### config.mk
export PLATFORM = sky130hd
export DESIGN_NAME = combinadic_rank_64bit_core
export DESIGN_NICKNAME = d
export VERILOG_FILES = /design/src/rtl/cnr_pkg.sv /design/src/rtl/combinadic_rank_64bit_core.sv
export SDC_FILE = /design/constraint.sdc
export NUM_CORES = 2
export LEC_CHECK = 0
export BUFFER_PORTS_ARGS = -buffer_cell sky130_fd_sc_hd__buf_2
export CORE_ASPECT_RATIO = 0.7
export CORE_UTILIZATION = 51
export CTS_BUF_LIST = sky130_fd_sc_hd__clkbuf_4 sky130_fd_sc_hd__clkbuf_8
export CTS_CLUSTER_SIZE = 28
export DETAILED_ROUTE_END_ITERATION = 7
export GPL_TIMING_DRIVEN = 0
export PLACE_DENSITY = 0.67
export SYNTH_ARGS = -nofsm -noshare
export SYNTH_HDL_FRONTEND = slang
export SYNTH_SLANG_ARGS = --single-unit
export TNS_END_PERCENT = 10
### constraint.sdc
create_clock -name clk -period 52.4 [get_ports clk]
set_input_delay 2.62 -clock clk [delete_from_list [all_inputs] [get_ports clk]]
set_output_delay 2.62 -clock clk [all_outputs]
set_load 0.005 [all_outputs]
### src/rtl/cnr_pkg.sv
package cnr_pkg;

  localparam int MASK_W  = 64;
  localparam int CHUNK_W = 16;
  localparam int N_CHUNK = MASK_W / CHUNK_W;
  localparam int RANK_W  = 30;
  localparam int CNT_W   = 7;
  localparam int CHK_CW  = 5;
  localparam int BIN_K   = 8;
  localparam int ORD_W   = 3;
  localparam int N_PART4 = MASK_W / 4;
  localparam int N_PART16 = N_PART4 / 4;

  typedef logic [RANK_W-1:0] rank_t;
  typedef logic [CNT_W-1:0] cnt_t;
  typedef logic [MASK_W-1:0][BIN_K-1:0][RANK_W-1:0] bin_tab_t;

  // Build C(n, k) for k up to 7 from Pascal's rule
  function automatic bin_tab_t bin_tab_f();
    bin_tab_t t;
    t = '0;
    for (int n = 0; n < MASK_W; n++) begin
      for (int k = 0; k < BIN_K; k++) begin
        if (k == 0) begin
          t[n][k] = RANK_W'(1);
        end else if (n == 0) begin
          t[n][k] = '0;
        end else begin
          t[n][k] = t[n-1][k-1] + t[n-1][k];
        end
      end
    end
    return t;
  endfunction

  localparam bin_tab_t BIN_TAB = bin_tab_f();

endpackage

### src/rtl/combinadic_rank_64bit_core.sv
// Throughput: one beat per cycle while the output is not stalled; the six-stage chain (chunk
// popcount, chunk offsets, binomial table lookup, three adder-tree levels) carries each beat.
// Each stage holds while the one after it is full and stalled; empty stages fill.
// Reset (rst_n low, synchronous) clears every stage valid bit; payload is not reset.
module combinadic_rank_64bit_core #(
  parameter int MAX_SET = 7
) (
  input  logic                        clk,
  input  logic                        rst_n,
  input  logic                        in_valid,
  output logic                        in_ready,
  input  logic [cnr_pkg::MASK_W-1:0]  in_card_mask,
  output logic                        out_valid,
  input  logic                        out_ready,
  output logic [cnr_pkg::RANK_W-1:0]  out_rank,
  output logic                        out_too_many_bits,
  output logic [cnr_pkg::CNT_W-1:0]   out_bit_count
);

  localparam int NST = 6;

  logic [NST-1:0] v_r;
  logic [NST-1:0] rdy;

  // Stage payloads
  logic [cnr_pkg::MASK_W-1:0]                         s1_mask_r;
  logic [cnr_pkg::N_CHUNK-1:0][cnr_pkg::CHK_CW-1:0]   s1_cnt_r, s1_cnt_nxt;
  logic [cnr_pkg::MASK_W-1:0]                         s2_mask_r;
  logic [cnr_pkg::N_CHUNK-1:0][cnr_pkg::CNT_W-1:0]    s2_off_r, s2_off_nxt;
  cnr_pkg::cnt_t                                      s2_tot_r, s2_tot_nxt;
  logic [cnr_pkg::MASK_W-1:0][cnr_pkg::RANK_W-1:0]    s3_term_r, s3_term_nxt;
  cnr_pkg::cnt_t                                      s3_tot_r;
  logic [cnr_pkg::N_PART4-1:0][cnr_pkg::RANK_W-1:0]   s4_part_r, s4_part_nxt;
  cnr_pkg::cnt_t                                      s4_tot_r;
  logic [cnr_pkg::N_PART16-1:0][cnr_pkg::RANK_W-1:0]  s5_part_r, s5_part_nxt;
  cnr_pkg::cnt_t                                      s5_tot_r;
  cnr_pkg::rank_t                                     s6_rank_r, s6_rank_nxt;
  logic                                               s6_err_r, s6_err_nxt;
  cnr_pkg::cnt_t                                      s6_cnt_r;

  // Ready chain: a stage takes a beat when empty or when it passes its own on
  always_comb begin
    rdy[NST-1] = !v_r[NST-1] || out_ready;
    for (int s = NST - 2; s >= 0; s--) begin
      rdy[s] = !v_r[s] || rdy[s+1];
    end
  end

  assign in_ready = rdy[0];

  // Advance valid bits
  always_ff @(posedge clk) begin
    if (!rst_n) begin
      v_r <= '0;
    end else begin
      if (rdy[0]) v_r[0] <= in_valid;
      for (int s = 1; s < NST; s++) begin
        if (rdy[s]) v_r[s] <= v_r[s-1];
      end
    end
  end

  // Stage 1: count set bits per 16-bit chunk
  always_comb begin
    for (int k = 0; k < cnr_pkg::N_CHUNK; k++) begin
      s1_cnt_nxt[k] = cnr_pkg::CHK_CW'($countones(
        in_card_mask[k*cnr_pkg::CHUNK_W +: cnr_pkg::CHUNK_W]));
    end
  end

  // Stage 2: running offsets of the chunks and the total count
  always_comb begin
    s2_off_nxt[0] = '0;
    for (int k = 1; k < cnr_pkg::N_CHUNK; k++) begin
      s2_off_nxt[k] = s2_off_nxt[k-1] + cnr_pkg::CNT_W'(s1_cnt_r[k-1]);
    end
    s2_tot_nxt = s2_off_nxt[cnr_pkg::N_CHUNK-1]
               + cnr_pkg::CNT_W'(s1_cnt_r[cnr_pkg::N_CHUNK-1]);
  end

  // Stage 3: ordinal of every set bit, then its binomial term
  always_comb begin
    logic [cnr_pkg::CHUNK_W-1:0] low_m;
    cnr_pkg::cnt_t               ord;
    int                          p;
    low_m = '0;
    ord   = '0;
    p     = 0;
    for (int k = 0; k < cnr_pkg::N_CHUNK; k++) begin
      for (int j = 0; j < cnr_pkg::CHUNK_W; j++) begin
        p     = k * cnr_pkg::CHUNK_W + j;
        low_m = cnr_pkg::CHUNK_W'((33'(1) << (j + 1)) - 33'(1));
        ord   = s2_off_r[k] + cnr_pkg::CNT_W'($countones(
          s2_mask_r[k*cnr_pkg::CHUNK_W +: cnr_pkg::CHUNK_W] & low_m));
        if (s2_mask_r[p] && (ord <= cnr_pkg::CNT_W'(MAX_SET))) begin
          s3_term_nxt[p] = cnr_pkg::BIN_TAB[p][ord[cnr_pkg::ORD_W-1:0]];
        end else begin
          s3_term_nxt[p] = '0;
        end
      end
    end
  end

  // Stage 4: sum terms in groups of four
  always_comb begin
    for (int g = 0; g < cnr_pkg::N_PART4; g++) begin
      s4_part_nxt[g] = s3_term_r[4*g] + s3_term_r[4*g+1]
                     + s3_term_r[4*g+2] + s3_term_r[4*g+3];
    end
  end

  // Stage 5: sum partials in groups of four
  always_comb begin
    for (int h = 0; h < cnr_pkg::N_PART16; h++) begin
      s5_part_nxt[h] = s4_part_r[4*h] + s4_part_r[4*h+1]
                     + s4_part_r[4*h+2] + s4_part_r[4*h+3];
    end
  end

  // Stage 6: final sum plus one, drop to zero on too many bits
  always_comb begin
    cnr_pkg::rank_t sum;
    sum = cnr_pkg::RANK_W'(1);
    for (int h = 0; h < cnr_pkg::N_PART16; h++) begin
      sum = sum + s5_part_r[h];
    end
    s6_err_nxt  = (s5_tot_r > cnr_pkg::CNT_W'(MAX_SET));
    s6_rank_nxt = s6_err_nxt ? '0 : sum;
  end

  // Payload registers, each held while its stage stalls
  always_ff @(posedge clk) begin
    if (rdy[0]) begin
      s1_mask_r <= in_card_mask;
      s1_cnt_r  <= s1_cnt_nxt;
    end
    if (rdy[1]) begin
      s2_mask_r <= s1_mask_r;
      s2_off_r  <= s2_off_nxt;
      s2_tot_r  <= s2_tot_nxt;
    end
    if (rdy[2]) begin
      s3_term_r <= s3_term_nxt;
      s3_tot_r  <= s2_tot_r;
    end
    if (rdy[3]) begin
      s4_part_r <= s4_part_nxt;
      s4_tot_r  <= s3_tot_r;
    end
    if (rdy[4]) begin
      s5_part_r <= s5_part_nxt;
      s5_tot_r  <= s4_tot_r;
    end
    if (rdy[5]) begin
      s6_rank_r <= s6_rank_nxt;
      s6_err_r  <= s6_err_nxt;
      s6_cnt_r  <= s5_tot_r;
    end
  end

  assign out_valid         = v_r[NST-1];
  assign out_rank          = s6_rank_r;
  assign out_too_many_bits = s6_err_r;
  assign out_bit_count     = s6_cnt_r;

  // Error beats carry a zero rank
  a_err_zero: assert property (@(posedge clk) disable iff (!rst_n)
    out_valid && out_too_many_bits |-> out_rank == '0)
    else $error("error beat with non-zero rank");

  // Good beats never carry a zero rank
  a_ok_nonzero: assert property (@(posedge clk) disable iff (!rst_n)
    out_valid && !out_too_many_bits |-> out_rank != '0)
    else $error("good beat with zero rank");

  // Error flag agrees with the delivered count
  a_err_cnt: assert property (@(posedge clk) disable iff (!rst_n)
    out_valid |-> out_too_many_bits == (out_bit_count > cnr_pkg::CNT_W'(MAX_SET)))
    else $error("error flag disagrees with bit count");

endmodule

== After elaboration in Yosys (flattened, before gate mapping) ==
Memory sizes are Yosys's and may differ from the RTL's. A register that Yosys moved wholly into a read port is not among the register bits.
Cells that the tools add are included.
Storage, ports and cells
  memories: 63
  bits in registers: 869
  bits in read-only memories: 15120
  word-level logic and storage cells: 616
  output and inout bits: 40
  input bits: 68
Memories
  (no name shown): depth 8, bits a word 30, read ports 1, clocked after Yosys merged registers in 1, wr ports 0, RTL line combinadic_rank_64bit_core.sv:96  | s3_term_nxt[p] = cnr_pkg::BIN_TAB[p][ord[cnr_pkg::ORD_W-1:0]];
  (no name shown): depth 8, bits a word 30, read ports 1, clocked after Yosys merged registers in 1, wr ports 0, RTL line combinadic_rank_64bit_core.sv:96
  (no name shown): depth 8, bits a word 30, read ports 1, clocked after Yosys merged registers in 1, wr ports 0, RTL line combinadic_rank_64bit_core.sv:96
  (no name shown): depth 8, bits a word 30, read ports 1, clocked after Yosys merged registers in 1, wr ports 0, RTL line combinadic_rank_64bit_core.sv:96
  (no name shown): depth 8, bits a word 30, read ports 1, clocked after Yosys merged registers in 1, wr ports 0, RTL line combinadic_rank_64bit_core.sv:96
  (no name shown): depth 8, bits a word 30, read ports 1, clocked after Yosys merged registers in 1, wr ports 0, RTL line combinadic_rank_64bit_core.sv:96
  +57 memories
Operators by class
  reduce and logical (&&, ||, !) cells: 139
  add/sub/neg operators: 303
  order comparisons: 66
  multiplexer cells: 2
Operators with widths (count)
  $add 30x30->30: 63
  $add 7x7->7: 69
  $le 7x3->1 const B: 60
  $add 1x1->2: 64
  $add 7x1->7: 18
  $add 5x7->7: 14
  $add 2x2->3: 31
  $logic_not 1->1: 69
  $logic_and 1x1->1: 64
  $add 3x3->4: 13
  $add 1x30->30 const A: 1
  $add 2x1->3: 10
  $add 4x4->5: 6
  $mux 30: 1
  $add 3x7->7: 3
  $add 7x2->7: 2
  $add 5x5->6: 2
  $le 6x3->1 const B: 2
  $add 3x1->4: 2
  $add 3x2->4: 2
  $add 6x5->7: 1
  $add 7x5->7: 1
  $gt 7x3->1 const B: 1
  $add 5x1->6: 1
  other kinds (5): 10

== Longest topological paths before layout ==
  word-level depth: 8
  depth in mapped cells: 22
  mapped depth without buffers: 21

== Worst setup path before layout ==
Ideal clock, no wire load.
  path kind: input port to flip-flop
  from: input out_ready
  to: register s3_term_r[0] in the netlist's numbering (enable)
  stages: 4
  library setup time: 1.272 ns
  data arrival time: 21.027 ns
  required time: 51.128 ns
  buffers on the path: 0
  setup slack: 30.101 ns
  cell sequence: nor2b_1 > and3_1 > and2_1 > inv_1
Between the ends
  longest elaborated chain between the ends: 4
RTL lines
  from (decl): RTL line combinadic_rank_64bit_core.sv:14  | input logic out_ready,
  $logic_or 1x1->1: RTL line combinadic_rank_64bit_core.sv:43  | rdy[NST-1] = !v_r[NST-1] || out_ready;
  $logic_or 1x1->1 (3 in a row): RTL line combinadic_rank_64bit_core.sv:45  | rdy[s] = !v_r[s] || rdy[s+1];
  net rdy[2]: RTL line combinadic_rank_64bit_core.sv:23  | logic [NST-1:0] rdy;
  to (decl): RTL line combinadic_rank_64bit_core.sv:31  | logic [cnr_pkg::MASK_W-1:0][cnr_pkg::RANK_W-1:0] s3_term_r, s3_term_nxt;
The timed path passes the listed nets, and every way through them passes these cells.
A chain may end at the register's enable or synchronous reset.

== Worst setup path in the final report ==
  from: input out_ready
  to: output in_ready
Between the ends
  longest elaborated chain between the ends: 6
RTL lines
  $logic_or 1x1->1: RTL line combinadic_rank_64bit_core.sv:43
  $logic_or 1x1->1 (5 in a row): RTL line combinadic_rank_64bit_core.sv:45
  to (decl): RTL line combinadic_rank_64bit_core.sv:11  | output logic in_ready,
Every way passes these cells.

==> flow_summary.json <==
{
  "ys_seq_area_share_pct": 44.7,
  "place_congestion": 0.937,
  "holdBufCountCts": 0,
  "core_area_sq_um": 209000,
  "syn_area_sq_um": 108000,
  "finalSetupTns_ns": 0,
  "synth_top_area_share_pct": 44.6,
  "grt_max_degree": 135,
  "ys.flop_type": "edfxtp_1",
  "hold_depth": 0,
  "clk_pin_slew_ns": 0.06,
  "wire_per_inst_um": 22.7,
  "die_h_um": 387,
  "syn_nets": 10659,
  "fmax_ghz": 0.122,
  "io_pins": 108,
  "antenna_found_initial": 9,
  "ys_top_cells_by_area": "edfxtp_1 45%, fa_1 18%, ha_1 13%",
  "multi_input_area_sq_um": 56200,
  "r2r_slack_ns": 44.69,
  "worstMarginPinSlew_ns": 1.38,
  "hold_viol_final": 0,
  "synthDistinctLibCells": 97,
  "track_usage_pct": 25.5,
  "start_util_pct": 51.6,
  "finalCritPeriodShare_pct": 15.6,
  "async_flop_share_pct": 0,
  "drive_above_1_share_pct": 6.89,
  "outcome": "completed",
  "syn2layout_area_growth_pct": 9.03,
  "cts-resized-gates": 0,
  "seq_area_sq_um": 48300,
  "cap_violations": 0,
  "finClkSkew_ns": 0.0521,
  "vias": 67442,
  "vias_per_cell": 5.67,
  "grt_pass1_vias": 66778,
  "overflow": 0,
  "clockRootBuffer": "clkbuf_8",
  "drv_slew": 0,
  "cts_made_buffers": 276,
  "ys_ff_latch": 1609,
  "final_common_cell": "edfxtp_1",
  "ff2ff_path_depth": 22,
  "startpoint_type": "input pin",
  "dr.pass1.iters": 6,
  "postSynthAreaPerCell_sq_um": 12.7,
  "dp_hpwl_mm": 218,
  "wl_mm": 270,
  "rsz0062_at_grt": "false",
  "clock_path_buffers": 4,
  "cp-end-kind": "primary output",
  "cp.arrival_ns": 5.56,
  "cts_max_level": 5,
  "path_class": "input pin to primary output",
  "synth_top_cell_by_area": "edfxtp_1",
  "cts_tree": "built",
  "die_area_sq_um": 213000,
  "relSlewSlack_pct": 6.75,
  "fin_crit_ns": 8.18,
  "layout.nets": 11059,
  "drc": 0,
  "hp-class": "flop to flop",
  "drt_first_iter_violations": 6611,
  "synth_warnings": 0,
  "setup_viol": 0,
  "synthCells": 8520,
  "cts.sink_count": 1609,
  "synth-edff-count": 1603,
  "final_cell_mix": "1603 x edfxtp_1, 1118 x ha_1, 953 x fa_1, 832 x inv_1, 708 x nor2_1",
  "fillers": 17040,
  "io_buffers": 107,
  "required_ns": 49.78,
  "insertion_delay_ns": 0.94,
  "die_w_um": 552,
  "grt_pass1_wl_mm": 408,
  "cp_max_fo": 46,
  "rows": 140,
  "antenna_left": 0,
  "post_cts.repair.setup_buffers": 0
}
[per-layer routing]
layer  vias up  share of wire (%)  GRT usage (%)
li1      30855                  -              -
met1     33571                 47           40.3
met2      2691                 40           34.8
met3       323                 10           6.48
met4         2                2.3           6.07
met5         -             0.0033              0
[stage by stage]
stage | worst slack (ns) | cell area (sq um) | hold WS, ns | utilization, % | cells
4_1_cts | 44.10 | 118000 | 0.411 | 56.2 | 11890
3_3_place_gp | 22.03 | 112000 | 0.403 | 53.5 | 11396
3_5_place_dp | 44.09 | 112000 | 0.405 | 53.7 | 11411
6_report | 44.22 | 118000 | 0.410 | 56.2 | 11893
5_1_grt | 44.04 | 118000 | 0.422 | 56.2 | 11892
2_1_floorplan | 30.10 | 108000 | 0.400 | - | 8520
[logic make-up (layout without fill, tap and decap cells)]
kind of cell / after synthesis / after routing / share of synthesized area (%)
xor+xnor: 481 / 481 / 3.90
buf+inv: 933 / 1534 / 3.25
fa+ha+maj: 2072 / 2072 / 30.7
other cells: 1 / 4 / 0.00348
compound gates: 1451 / 1451 / 8.50
mux: 50 / 50 / 0.470
simple gates: 1923 / 1923 / 8.48
flops: 1609 / 1609 / 44.7
[worst paths after layout]
check / startpoint / end
min reg2reg: s1_mask_r[17]$_DFFE_PP_ / s2_mask_r[17]$_DFFE_PP_
max: out_ready / in_ready
min: s1_mask_r[17]$_DFFE_PP_ / s2_mask_r[17]$_DFFE_PP_
max reg2reg: s2_mask_r[32]$_DFFE_PP_ / s3_term_r[1422]$_SDFFCE_PN0P_
[area by class of cell]
| type | count | share of cell area [%] |
|---|---|---|
| Antenna cell | 3 | 0.00638 |
| Buffer | 93 | 0.298 |
| Clock buffer | 344 | 3.70 |
| Clock inverter | 135 | 0.800 |
| Inverter | 840 | 2.69 |
| Multi-Input combinational cell | 5978 | 47.8 |
| Sequential cell | 1609 | 41.0 |
| Tap cell | 2769 | 2.95 |
| Timing Repair Buffer | 122 | 0.783 |
[Yosys cell counts (11+ instances only)]
cell      instances
a211oi_1         64
a21boi_0         24
a21o_1          187
a21oi_1         547
a31o_2           19
a31oi_1          35
and2_1          102
and3_1           82
and4_1           13
clkbuf_1         85
edfxtp_1       1603
fa_1            953
ha_1           1118
inv_1           835
mux2i_1          45
nand2_1         376
nand2b_1         80
nand3_1         101
nand4_1          35
nor2_1          708
nor2b_1         103
nor3_1          172
nor4_1           33
o211ai_1         18
o21a_1           95
o21ai_0         232
o21ai_1          11
o21bai_1         57
o22ai_1          11
o31a_1           17
o31ai_1          15
or2_2            29
or3_1            27
or4_1            11
xnor2_1         338
xor2_1          143
[state kept, by name, indices dropped and copies added (netlist names), 18 cells and up]
register and flops:
s3_term_r 924, s5_part_r 100, out_rank 30, s2_mask_r 64, s2_off_r 18, s1_cnt_r 20
s4_part_r 347, s1_mask_r 64
[critical path, stage by stage]
cell and delay, ns:
buf_2 0.10, nor2b_1 0.61, and3_1 0.43, and2_1 0.44, nand3_4 0.63, buf_16 0.45
buf_2 0.18
Power is left out: the tool's default activity adds up to more than one toggle a clock period on the data nets, which glitch-free logic cannot reach.
